File: config.mk
export PLATFORM = sky130hd
export DESIGN_NAME = cpu_completion_timing_wheel
export DESIGN_NICKNAME = d
export VERILOG_FILES = /design/src/design/cctw_pkg.sv /design/src/design/cpu_completion_timing_wheel.sv
export SDC_FILE = /design/constraint.sdc
export NUM_CORES = 1
export LEC_CHECK = 0
export BUFFER_PORTS_ARGS = -buffer_cell sky130_fd_sc_hd__clkbuf_2
export CAP_MARGIN = 0
export CORE_MARGIN = 2
export CORE_UTILIZATION = 45
export DETAILED_ROUTE_END_ITERATION = 16
export PLACE_DENSITY_LB_ADDON = 0.2
export SETUP_SLACK_MARGIN = 0.5
export SLEW_MARGIN = 25
export SYNTH_ARGS = -nofsm -noshare
export SYNTH_HDL_FRONTEND = slang
export SYNTH_SLANG_ARGS = --single-unit
File: constraint.sdc
create_clock -name clock -period 3.8 [get_ports clock]
set_input_delay 0.76 -clock clock [delete_from_list [all_inputs] [get_ports clock]]
set_output_delay 0.76 -clock clock [all_outputs]
set_load 0.02 [all_outputs]
File: src/design/cctw_pkg.sv
// Package for the CPU completion timing wheel.
// Holds the action codes and the fixed field widths; depends on nothing.
package cctw_pkg;

   // widths of the word fields
   localparam int ACTION_W = 1;
   localparam int BURST_W  = 8;
   localparam int CPU_W    = 3;
   localparam int DELAY_W  = 8;
   localparam int MASK_W   = 8;
   localparam int SLOT_W   = 8;

   // action codes
   localparam logic [ACTION_W-1:0] ACTION_INSERT = 1'b0;
   localparam logic [ACTION_W-1:0] ACTION_TICK   = 1'b1;

   // delay cap after reset
   localparam logic [DELAY_W-1:0] DELAY_CAP_RESET = 8'd255;

endpackage

File: src/design/cpu_completion_timing_wheel.sv
// Top level of the CPU completion timing wheel.
// Depends on cctw_pkg for action codes and field widths.
//
// The block keeps a wheel of min(delay cap + 1, WHEEL_SLOTS) slots, a current-slot
// pointer and a mask of free CPUs. An insert word puts a free CPU into the slot
// burst_ticks ahead of the pointer and marks it busy; a busy CPU (or an index at or
// above CPU_COUNT) is reported as a conflict, a burst above the last slot is reported
// as too long, and either leaves the state untouched. A tick word frees every CPU in
// the current slot, reports them in freed_cpus, and advances the pointer with wrap.
// Every word gives exactly one result word. Since a CPU sits in at most one slot at a
// time, the wheel is held as one slot tag per CPU next to the free mask: the slot
// contents are the busy CPUs whose tag equals the slot number. The free-mask lookup,
// the slot sum with its single wrap correction and the per-CPU tag compare all settle
// between the request port and the result register, so a new word is taken every
// cycle as long as each result is taken as it appears; a result that waits holds off
// the request port until it is taken.
// Writing the delay cap resizes the wheel, frees every CPU and returns the pointer to
// slot 0 in the same cycle; write it only while no word is in flight.
module cpu_completion_timing_wheel #(
   parameter int WHEEL_SLOTS = 256,
   parameter int CPU_COUNT   = 8
) (
   input  logic                              clock,
   input  logic                              reset,
   // request channel
   input  logic                              req_valid,
   output logic                              req_ready,
   input  logic [cctw_pkg::ACTION_W-1:0]     req_action,
   input  logic [cctw_pkg::BURST_W-1:0]      req_burst_ticks,
   input  logic [cctw_pkg::CPU_W-1:0]        req_cpu_index,
   // response channel
   output logic                              rsp_valid,
   input  logic                              rsp_ready,
   output logic                              rsp_accepted,
   output logic                              rsp_cpu_conflict,
   output logic                              rsp_burst_too_long,
   output logic [cctw_pkg::SLOT_W-1:0]       rsp_slot_used,
   output logic [cctw_pkg::MASK_W-1:0]       rsp_freed_cpus,
   output logic [cctw_pkg::MASK_W-1:0]       rsp_free_cpus_after,
   // delay cap register
   input  logic                              csr_wr_en,
   input  logic [cctw_pkg::DELAY_W-1:0]      csr_wr_data
);

   // pointer / tag width
   localparam int PW  = (WHEEL_SLOTS > 1) ? $clog2(WHEEL_SLOTS) : 1;
   // width that holds the wheel size itself and the delay cap + 1
   localparam int SZL = $clog2(WHEEL_SLOTS + 1);
   localparam int SZW = (SZL > cctw_pkg::DELAY_W + 1) ? SZL : cctw_pkg::DELAY_W + 1;
   // widest slot value, then the arithmetic width for pointer + burst
   localparam int SLW = (PW > cctw_pkg::SLOT_W) ? PW : cctw_pkg::SLOT_W;
   localparam int CW  = (SLW + 1 > SZW) ? SLW + 1 : SZW;
   // mask width padded to at least the port width
   localparam int MW  = (CPU_COUNT > cctw_pkg::MASK_W) ? CPU_COUNT : cctw_pkg::MASK_W;

   logic                 rsp_valid_ff;
   logic                 accepted_ff;
   logic                 conflict_ff;
   logic                 too_long_ff;
   logic [cctw_pkg::SLOT_W-1:0] slot_ff;
   logic [cctw_pkg::MASK_W-1:0] freed_ff;
   logic [cctw_pkg::MASK_W-1:0] free_after_ff;

   logic [SZW-1:0]       size_ff;
   logic [SZW-1:0]       size_in;
   logic [PW-1:0]        ptr_ff;
   logic [PW-1:0]        ptr_in;
   logic [CPU_COUNT-1:0] free_ff;
   logic [CPU_COUNT-1:0] free_in;
   logic [PW-1:0]        tag_ff [CPU_COUNT];
   logic [PW-1:0]        tag_in [CPU_COUNT];

   logic                 take;
   logic                 is_tick;
   logic [CPU_COUNT-1:0] cpu_sel;
   logic [CPU_COUNT-1:0] expire;
   logic                 busy;
   logic                 too_long;
   logic                 place;
   logic [CW-1:0]        size_c;
   logic [CW-1:0]        ptr_c;
   logic [CW-1:0]        burst_c;
   logic [CW-1:0]        sum_c;
   logic [CW-1:0]        target_c;
   logic [CW-1:0]        ptr_next_c;
   logic [CW-1:0]        slot_c;
   logic [CPU_COUNT-1:0] freed_mask;
   logic [MW-1:0]        freed_wide;
   logic [MW-1:0]        free_wide;
   logic [SZW-1:0]       delay_plus_one;

   // the result register parts the two sides: take a word whenever the slot empties
   assign req_ready = !rsp_valid_ff || rsp_ready;
   assign take      = req_valid && req_ready;
   assign is_tick   = (req_action == cctw_pkg::ACTION_TICK);

   // size after a delay cap write, capped at the physical wheel
   assign delay_plus_one = SZW'(csr_wr_data) + SZW'(1);
   assign size_in = (delay_plus_one > SZW'(WHEEL_SLOTS)) ? SZW'(WHEEL_SLOTS) : delay_plus_one;

   assign size_c  = CW'(size_ff);
   assign ptr_c   = CW'(ptr_ff);
   assign burst_c = CW'(req_burst_ticks);

   // target slot: for a burst that fits, pointer and burst are both below the size, so one wrap at most
   assign sum_c    = ptr_c + burst_c;
   assign target_c = (sum_c >= size_c) ? sum_c - size_c : sum_c;
   assign too_long = (burst_c >= size_c);

   // advance the pointer with wrap at the wheel size
   assign ptr_next_c = (ptr_c + CW'(1) >= size_c) ? '0 : ptr_c + CW'(1);

   // decode the CPU; an index past the last CPU matches nothing and reads as busy
   always_comb begin
      for (int c = 0; c < CPU_COUNT; c++) begin
         cpu_sel[c] = (int'(req_cpu_index) == c);
         expire[c]  = !free_ff[c] && (tag_ff[c] == ptr_ff);
      end
   end

   assign busy  = !(|(cpu_sel & free_ff));
   assign place = !is_tick && !too_long && !busy;

   // next mask, tags and pointer for the word at the port
   always_comb begin
      free_in    = free_ff;
      ptr_in     = ptr_ff;
      freed_mask = '0;
      for (int c = 0; c < CPU_COUNT; c++) begin
         tag_in[c] = tag_ff[c];
      end
      if (is_tick) begin
         freed_mask = expire;
         free_in    = free_ff | expire;
         ptr_in     = ptr_next_c[PW-1:0];
      end else if (place) begin
         free_in = free_ff & ~cpu_sel;
         for (int c = 0; c < CPU_COUNT; c++) begin
            if (cpu_sel[c]) begin
               tag_in[c] = target_c[PW-1:0];
            end
         end
      end
   end

   // tick reports the expired slot; a too-long insert reports slot 0
   assign slot_c = is_tick ? ptr_c : (too_long ? '0 : target_c);

   assign freed_wide = MW'(freed_mask);
   assign free_wide  = MW'(free_in);

   // wheel state
   always_ff @(posedge clock) begin
      if (reset) begin
         size_ff <= (SZW'(WHEEL_SLOTS) < SZW'(cctw_pkg::DELAY_CAP_RESET) + SZW'(1))
                    ? SZW'(WHEEL_SLOTS) : SZW'(cctw_pkg::DELAY_CAP_RESET) + SZW'(1);
         ptr_ff  <= '0;
         free_ff <= '1;
      end else if (csr_wr_en) begin
         // resize: drop every scheduled CPU and restart at slot 0
         size_ff <= size_in;
         ptr_ff  <= '0;
         free_ff <= '1;
      end else if (take) begin
         ptr_ff  <= ptr_in;
         free_ff <= free_in;
      end
   end

   // slot tags are only meaningful while the CPU is busy
   always_ff @(posedge clock) begin
      if (take) begin
         for (int c = 0; c < CPU_COUNT; c++) begin
            tag_ff[c] <= tag_in[c];
         end
      end
   end

   // result register
   always_ff @(posedge clock) begin
      if (reset) begin
         rsp_valid_ff <= 1'b0;
      end else if (take) begin
         rsp_valid_ff <= 1'b1;
      end else if (rsp_ready) begin
         rsp_valid_ff <= 1'b0;
      end
   end

   always_ff @(posedge clock) begin
      if (take) begin
         accepted_ff   <= place;
         conflict_ff   <= !is_tick && busy;
         too_long_ff   <= !is_tick && too_long;
         slot_ff       <= slot_c[cctw_pkg::SLOT_W-1:0];
         freed_ff      <= freed_wide[cctw_pkg::MASK_W-1:0];
         free_after_ff <= free_wide[cctw_pkg::MASK_W-1:0];
      end
   end

   assign rsp_valid           = rsp_valid_ff;
   assign rsp_accepted        = accepted_ff;
   assign rsp_cpu_conflict    = conflict_ff;
   assign rsp_burst_too_long  = too_long_ff;
   assign rsp_slot_used       = slot_ff;
   assign rsp_freed_cpus      = freed_ff;
   assign rsp_free_cpus_after = free_after_ff;

endmodule

== Word level (Yosys, flattened, before mapping) ==
Memory sizes are Yosys's and may differ from the RTL's.
Index checks and enable logic that the tools add are counted.

* Register bits: 53
* Memory bits (writable): 64
* Output and inout bits: 29
* Word-level logic and storage cells: 90
* Memories kept: 1

{| class="wikitable"
|+ Memory list
! memory !! words !! bits a word !! read ports !! clocked after Yosys merged registers in !! wr ports !! RTL line !! text
|-
| tag_ff || 8 || 8 || 8 || 0 || 8 || cpu_completion_timing_wheel.sv:70 || <nowiki>logic [PW-1:0] tag_ff [CPU_COUNT];</nowiki>
|}

* Add/subtract/negate cells: 4
* Order comparisons: 4
* Equality and inequality tests: 15
* Mux-type cells: 21
* Bitwise gates (word level): 4
* Reduce and logical (&&, ||, !) cells: 31

{| class="wikitable"
|+ Operator list
! kind !! count
|-
| 64-bit two-way mux || 2
|-
| 8-bit two-way mux || 14
|-
| 8-bit == test || 8
|-
| 8-bit by 1-bit adder with 9-bit output, second input constant || 2
|-
| 9-bit >= comparator || 2
|-
| 8-bit bitwise AND || 2
|-
| 1-bit logical AND || 13
|-
| 3-bit == test, second input constant || 4
|-
| 1-bit zero test || 12
|-
| 8-bit by 8-bit adder with 9-bit output || 1
|-
| 8-bit by 9-bit >= comparator with 1-bit output || 1
|-
| 9-bit greater-than comparator, second input constant || 1
|-
| 9-bit two-way mux || 1
|-
| 8-bit NOT || 1
|-
| 8-bit OR || 1
|-
| 8-bit OR reduction || 1
|-
| 8-bit subtractor || 1
|-
| 3-bit by 2-bit == test with 1-bit output, second input constant || 2
|-
| 1-bit two-way mux || 4
|-
| 3-bit by 1-bit == test with 1-bit output, second input constant || 1
|-
| 3-bit zero test || 1
|-
| 2-bit AND reduction || 1
|-
| 2-bit nonzero test || 1
|-
| 2-bit OR reduction || 1
|-
| 1-bit logical OR || 1
|}

== Longest topological paths before layout ==
Gate-level depths: netlist of the first run.

* Depth in word-level cells: 6
* Gate-level depth with buffers: 15
* Mapped depth without buffers: 15

== Worst setup path after synthesis of the first run ==
Ideal clock, no wire load.

* Path kind: input to register
* Start point: input req_burst_ticks[0] in the netlist's numbering
* End point: register slot_ff (netlist bit rsp_slot_used[2]), data pin
* Library setup time: 0.256 ns
* Arrival time: 3.617 ns
* Required time: 3.544 ns
* Setup slack: -0.073 ns
* Cell stages on the path: 13
* Buffers on the path: 0
* Cells stage by stage: ha_1 fa_1 a21oi_1 o21ai_0 o22ai_1 xnor2_1 ha_1 a21oi_1 o21a_1 a31oi_1 o22ai_2 mux2_2 a22o_1

* Longest elaborated chain between the ends: 5
* Elaborated cells between the ends (all ways): 7
* Classes of those cells: 2 x add/sub; 2 x order compare; 3 x mux

{| class="wikitable"
|+ RTL lines
! item !! RTL line !! text
|-
| start: declaration || cpu_completion_timing_wheel.sv:29 || <nowiki>input logic [cctw_pkg::BURST_W-1:0] req_burst_ticks,</nowiki>
|-
| 8-bit by 8-bit adder with 9-bit output (*) || cpu_completion_timing_wheel.sv:106 || <nowiki>assign sum_c = ptr_c + burst_c;</nowiki>
|-
| 8-bit subtractor / 9-bit >= comparator (equally long branches) || cpu_completion_timing_wheel.sv:107 || <nowiki>assign target_c = (sum_c >= size_c) ? sum_c - size_c : sum_c;</nowiki>
|-
| 8-bit two-way mux (*) || cpu_completion_timing_wheel.sv:107 ||
|-
| net target_c[2] || cpu_completion_timing_wheel.sv:84 || <nowiki>logic [CW-1:0] target_c;</nowiki>
|-
| 8-bit two-way mux (*) (2 in series) || cpu_completion_timing_wheel.sv:147 || <nowiki>assign slot_c = is_tick ? ptr_c : (too_long ? '0 : target_c);</nowiki>
|-
| net slot_c[2] || cpu_completion_timing_wheel.sv:86 || <nowiki>logic [CW-1:0] slot_c;</nowiki>
|-
| end signal: assignment || cpu_completion_timing_wheel.sv:195 || <nowiki>slot_ff <= slot_c[cctw_pkg::SLOT_W-1:0];</nowiki>
|-
| end: declaration || cpu_completion_timing_wheel.sv:60 || <nowiki>logic [cctw_pkg::SLOT_W-1:0] slot_ff;</nowiki>
|}

The timed path passes the listed nets; every way through them passes the cells marked *.
A chain may end at the register's enable or synchronous reset.

== Final worst setup path of the first run ==
* Start point: input req_burst_ticks[0] in the netlist's numbering
* End point: register slot_ff (netlist bit rsp_slot_used[5]), data pin

The elaborated chain is that of the path after synthesis.

==> flow_summary.json, run 1 <==
{
  "outcome": "finished, final reports clean",
  "place_area_um2": 7124,
  "clk_path_buf_depth": 2,
  "postLayoutCellArea_um2": 7981,
  "cts.clk_slew.worst_paths_ns": 0.05,
  "crit_chain": "buf_8 > ha_4 > fa_2 > a21oi_4 > o21ai_2 > o22ai_1 > xnor2_1 > ha_1 > a21oi_2 > o21a_1 > a31oi_4 > o22ai_4 > buf_12 > buf_6 > mux2_4 > a22o_1",
  "p_leak_nw": 3.196,
  "drtIter0Drc": 395,
  "hold_path.class": "reg -> reg",
  "worstPathRequired_ns": 3.96,
  "synth_warnings": 0,
  "worst_pin_slew_ns": 0.8211,
  "rsz0062_at_grt": "yes",
  "finalCritPeriodShare": 0.9051,
  "grt_pass1_wl_mm": 24.18,
  "critPathCaptureType": "flip-flop",
  "die_area_um2": 14840,
  "critical_path_class": "in -> reg",
  "fin_skew_ns": 0.005075,
  "vdd_drop_max_mv": 0.3394,
  "grt_max_degree": 36,
  "synth-seq-cells": 117,
  "vias": 4654,
  "layout.nets": 709,
  "numClockSinks": 117,
  "cp_slowest_cell": "fa_2",
  "cts_tree": "yes",
  "finalHoldViolCount": 0,
  "core_area_um2": 13720,
  "seq_area_frac_synth": 0.5206,
  "critPathMaxStageDelay_ns": 0.36,
  "grt_antenna_before_repair": 0,
  "synth-async-reset-ratio": 0,
  "syn-num-nets": 591,
  "start_util": 0.4554,
  "ant_nets": 0,
  "synth_top_flop_cell": "edfxtp_1",
  "fp-row-count": 43,
  "drcViolationCount": 0,
  "h-tree-depth": 4,
  "fillCellCount": 1105,
  "synth_cell_types": 62,
  "netlist_instances": 528,
  "syn_area_per_cell_um2": 11.83,
  "area_growth_pct": 27.73,
  "wirelength_mm": 15.67,
  "numCtsBuffers": 17,
  "pre_cts_slack_ns": -0.2372,
  "fmax_mhz": 290.7,
  "synth_edf_count": 91,
  "power_mw": 3.472,
  "firstDrtPassIters": 5,
  "utilization": 0.5818,
  "die_x_um": 121.8,
  "drive_above_1_share": 0.2868,
  "cts_hold_buf": 0,
  "grt.total_usage": 0.2187,
  "finalMaxSlewViolations": 0,
  "powerDensity_nw_per_um2": 435.0,
  "ios": 54,
  "relSlewSlack": 0.4506,
  "fin_crit_ns": 3.439,
  "timing.final.ws_setup_ns": 0.3605,
  "setup_viol": 0,
  "dp_hpwl_mm": 10.99,
  "cp.arrival_ns": 3.60,
  "chipHeight_um": 121.8,
  "detail_route.vias_per_cell": 5.547,
  "cts_root_buffer": "clkbuf_16",
  "grt_pass1_vias": 4452,
  "start_kind": "input port",
  "clock_latency_ns": 0.41,
  "grt_overflow": 0,
  "syn_area_um2": 6248,
  "io_buffer_count": 53,
  "wl_per_cell_um": 18.68,
  "cap_violations": 0,
  "antennaDiodeCount": 0,
  "gp_congestion": 0.8861,
  "crit_fanout": 4,
  "hold_ws_ns": 0.4923
}
## placed cells by master (no fill, tap or decap), drive strengths merged, types with 6 or more instances in the layout
cell    instances
o22ai          10
nand4          12
dfxtp          26
ha             36
edfxtp         91
nor2b          11
xnor2          36
o21ai          18
clkinv          8
and3            6
clkbuf         69
or3             6
xor2           48
nand3          10
a22o            8
a21oi          20
nor3           10
nor2           26
o21a            7
nor4           13
buf            69
inv            23
nand2          21
nand2b          9
## registers in the layout, summed over array words and instances (netlist names)
register             cells
tag_ff                  64
size_c                   9
free_ff                  8
ptr_ff                   8
rsp_free_cpus_after      8
rsp_freed_cpus           8
rsp_slot_used            8
rsp_accepted             1
rsp_burst_too_long       1
rsp_cpu_conflict         1
rsp_valid                1
## per-layer routing
layer | global-route usage | up-vias | wire length, um | share of wire
met2 | 0.3513 | 171 | 7457 | 0.48
met1 | 0.2978 | 2254 | 7016 | 0.45
li1 | - | 2199 | - | -
met4 | 0.06322 | 0 | 321 | 0.020
met3 | 0.05009 | 30 | 878 | 0.056
met5 | 0 | - | 0 | 0
## worst max-delay path: cells and delay by family
| family | cells | cell delay, ns |
|---|---|---|
| compound gates | 8 | 1.21 |
| xor+xnor | 1 | 0.17 |
| fa+ha+maj | 3 | 0.82 |
| buf+inv | 3 | 0.34 |
| mux | 1 | 0.30 |
## final timing paths
kind	start	end	slack, ns	cells past startpoint
setup / recovery	req_burst_ticks[0]	rsp_slot_used[5]	0.36	16
setup reg to reg	ptr_ff[0]	rsp_slot_used[5]	0.42	15
hold / removal	size_c[6]	size_c[6]	0.49	2
hold reg to reg	size_c[6]	size_c[6]	0.49	2
## synth_stat cells (2+ instances only)
library cell / count / area (um2)
a211oi_1: 5 / 37.54
a21o_1: 5 / 37.54
a21oi_1: 20 / 100.1
a221oi_1: 2 / 17.52
a22o_1: 8 / 70.07
a2bb2oi_1: 3 / 26.28
a31oi_1: 2 / 12.51
and3_1: 6 / 37.54
buf_1: 2 / 7.510
buf_2: 9 / 45.04
clkbuf_1: 10 / 37.54
dfxtp_1: 26 / 520.5
edfxtp_1: 91 / 2733
fa_1: 2 / 40.04
ha_1: 36 / 450.4
inv_1: 19 / 71.32
mux2_2: 5 / 56.30
mux2i_1: 5 / 50.05
mux4_1: 2 / 52.55
nand2_1: 21 / 78.83
nand2b_1: 8 / 50.05
nand3_1: 10 / 50.05
nand4_1: 12 / 75.07
nor2_1: 25 / 93.84
nor2b_1: 11 / 68.82
nor3_1: 10 / 50.05
nor4_1: 12 / 75.07
o211ai_1: 2 / 15.01
o21a_1: 7 / 52.55
o21ai_0: 18 / 90.09
o22a_1: 3 / 26.28
o22ai_1: 9 / 56.30
o32a_1: 4 / 40.04
or2_2: 3 / 18.77
or3_1: 6 / 37.54
xnor2_1: 36 / 315.3
xor2_1: 48 / 420.4
## repair_timing
| action | in CTS | in global routing |
|---|---|---|
| gates resized for setup | 11 | 32 |
| setup endpoints to repair | 73 | 80 |
| pin swaps | 7 | 13 |
| buffers inserted | 4 | 8 |
| endpoints found under the hold margin | 0 | 0 |
## cell families (layout without fill, tap and decap cells)
kind of cell | Yosys count | after routing | synth area share
flops | 117 | 117 | 0.5206
fa+ha+maj | 38 | 38 | 0.07849
compound gates | 100 | 100 | 0.1133
buf+inv | 42 | 173 | 0.02763
mux | 12 | 12 | 0.02543
simple gates | 135 | 135 | 0.1167
xor+xnor | 84 | 84 | 0.1177
## per-stage QoR
stage / TNS (ns) / std cells
after detailed placement: -7.946 / 795
final: 0 / 839
after global placement: -4.276 / 795
after floorplan: 0 / 528
after CTS: 0 / 831
after global routing: 0 / 839
## power breakdown
group	total (mW)	switching, mW	internal [mW]	leakage, nW
registers	1.45	0.0174	1.43	1.04
clock network	1.55	0.580	0.965	0.279
logic	0.475	0.265	0.210	1.88
## cell type report
type	instances	area (um2)	share of cell area
sequential	117	3254	0.4077
multi-input combinational	369	2989	0.3745
timing repair buffer	121	858.3	0.1075
clock buffer	17	425.4	0.05330
tap	180	225.2	0.02822
clock inverter	15	153.9	0.01928
inverter	20	75.07	0.009406
(Power assumes the default switching activity.)
==> run 2, diff against run 1 <==
--- a/config.mk
+++ b/config.mk
@@ -5,6 +5,7 @@
 export SDC_FILE = /design/constraint.sdc
 export NUM_CORES = 1
 export LEC_CHECK = 0
+export ABC_AREA = 1
 export BUFFER_PORTS_ARGS = -buffer_cell sky130_fd_sc_hd__clkbuf_2
 export CAP_MARGIN = 0
 export CORE_MARGIN = 2
==> flow_summary.json, run 2 <==
{
  "grt_pass1_wl_mm": 25.90,
  "numClockSinks": 117,
  "cp_slowest_cell": "ha_2",
  "detail_route.vias_per_cell": 5.210,
  "grt_pass1_vias": 4956,
  "dp_hpwl_mm": 12.16,
  "vias": 5319,
  "ant_nets": 0,
  "area_growth_pct": 19.50,
  "fin_crit_ns": 3.167,
  "h-tree-depth": 4,
  "outcome": "finished, final reports clean",
  "clock_latency_ns": 0.42,
  "syn_area_per_cell_um2": 8.947,
  "grt_antenna_before_repair": 0,
  "dp_cells": 984,
  "rsz0062_at_grt": "yes",
  "cap_violations": 0,
  "layout_common_cells": "nand2_1 (154), edfxtp_1 (91), inv_1 (89), nor2_1 (65), clkbuf_2 (53)",
  "die_area_um2": 15760,
  "regMostFlops": "tag_ff",
  "fmax_mhz": 315.8,
  "place_area_um2": 7214,
  "finalMaxSlewViolations": 0,
  "synth_cell_types": 38,
  "wl_per_cell_um": 16.26,
  "antennaDiodeCount": 0,
  "core_area_um2": 14480,
  "ys_top_cells_by_area": "edfxtp_1 (41%), nand2_1 (8.9%), dfxtp_1 (7.8%), ha_1 (6.8%), inv_1 (5.1%)",
  "die_x_um": 125.5,
  "synth_edf_count": 91,
  "setup_viol": 0,
  "vdd_drop_max_mv": 0.3631,
  "netlist_instances": 743,
  "critPathTopFamily": "simple AND/OR/NAND/NOR gates",
  "syn-num-nets": 806,
  "finalHoldViolCount": 0,
  "firstDrtPassIters": 5,
  "synth_top_area_share": 0.4111,
  "fin_skew_ns": 0.008530,
  "start_util": 0.4591,
  "utilization": 0.5487,
  "fillCellCount": 1303,
  "numCtsBuffers": 17,
  "synth-seq-cells": 117,
  "grt_max_degree": 31,
  "tns_ns": 0,
  "drtIter0Drc": 451,
  "fin_cells": 1021,
  "layout.nets": 887,
  "worstPathRequired_ns": 3.95,
  "final_common_cell": "nand2_1",
  "syn_area_um2": 6648,
  "largest_register_ffs": 64,
  "worst_pin_slew_ns": 0.7113,
  "finalCritPeriodShare": 0.8334,
  "ios": 54,
  "yosys.area.top_type": "edfxtp_1",
  "cts.clk_slew.worst_paths_ns": 0.05,
  "hold_path.class": "reg -> reg",
  "relSlewSlack": 0.5253,
  "cp.arrival_ns": 3.32,
  "synth_most_common_cell": "nand2_1",
  "worstPathBufferInverterCount": 3,
  "crit_fanout": 8,
  "critical_path_class": "in -> reg",
  "drive_above_1_share": 0.1852,
  "synth_warnings": 0,
  "grt.total_usage": 0.2125,
  "start_kind": "input port",
  "postLayoutCellArea_um2": 7944,
  "p_leak_nw": 3.485,
  "cts_hold_buf": 0,
  "critPathMaxStageDelay_ns": 0.38,
  "cts_tree": "yes",
  "gp_congestion": 0.9477,
  "chipHeight_um": 125.5,
  "fp-row-count": 44,
  "clk_path_buf_depth": 2,
  "io_buffer_count": 53,
  "synth-async-reset-ratio": 0,
  "cts_root_buffer": "clkbuf_16",
  "crit_chain": "clkbuf_2 > ha_2 > a21oi_1 > or2_2 > nand3_1 > a21oi_1 > o21bai_1 > ha_1 > nand2_1 > inv_1 > nand2_1 > and2_2 > nand4_4 > buf_6 > o21a_2",
  "seq_area_frac_synth": 0.4894,
  "synth_top_flop_cell": "edfxtp_1",
  "wirelength_mm": 16.60,
  "synth_common_cells": "nand2_1 (157), edfxtp_1 (91), inv_1 (90)",
  "drcViolationCount": 0,
  "powerDensity_nw_per_um2": 445.1,
  "critPathCaptureType": "flip-flop",
  "grt_overflow": 0
}
==> run 2: where the power goes <==
part	leakage (nW)	total, mW	internal, mW	switching [mW]
registers	1.05	1.47	1.46	0.0179
clock network	0.277	1.57	0.964	0.602
logic	2.16	0.496	0.168	0.329
total	3.48	3.54	2.59	0.949
==> run 2: final timing paths <==
path	startpoint	endpoint	slack, ns	cells after the start
hold / removal	rsp_valid	rsp_valid	0.51	2
setup / recovery	req_burst_ticks[3]	tag_ff[0][19]	0.63	15
hold reg to reg	rsp_valid	rsp_valid	0.51	2
setup reg to reg	ptr_ff[2]	tag_ff[0][19]	0.74	15
==> run 2: area by class of cell <==
class / count / area [um2] / area share
Sequential cell: 117 / 3253 / 0.4095
Multi-Input combinational cell: 515 / 3058 / 0.3849
Timing Repair Buffer: 78 / 460.4 / 0.05796
Clock buffer: 17 / 425.4 / 0.05355
Inverter: 95 / 359.1 / 0.04520
Tap cell: 184 / 230.2 / 0.02898
Clock inverter: 15 / 157.7 / 0.01985
==> run 2: logic make-up (layout without fill, tap and decap cells) <==
family	Yosys count	in the layout	share of synthesized area
AND/OR/NAND/NOR	349	350	0.2349
flip-flops	117	117	0.4894
buffers and inverters	112	205	0.06888
AO/OA/AOI/OAI	81	81	0.07247
XOR/XNOR	46	46	0.06061
adder cells (fa/ha/maj)	38	38	0.07378
==> run 2: tightest hold or removal path: cells and delay by family (launching register included) <==
kind | cells | cell delay [ns]
AOI/OAI and AO/OA | 1 | 0.07
DFF | 1 | 0.30
and+or+nand+nor | 1 | 0.10
==> run 2: through the flow <==
step	hold slack (ns)	total power [mW]	setup WS (ns)
2_1_floorplan	0.4667	1.814	0.5609
3_3_place_gp	0.4986	1.949	0.1840
3_5_place_dp	0.5164	1.957	0.09469
4_1_cts	0.5232	3.523	0.5350
5_1_grt	0.5352	3.675	0.4829
6_report	0.5122	3.536	0.6333
==> run 2: layer usage <==
metal,up-vias,part of all wire,GRT usage
li1,2664,-,-
met1,2486,0.48,0.2988
met2,154,0.45,0.3281
met3,15,0.060,0.04921
met4,0,0.012,0.06471
met5,-,0,0
==> run 2: repair_timing <==
item	4_1_cts	5_1_grt
buffers inserted	0	4
setup endpoints to repair	0	64
gates resized for setup	0	26
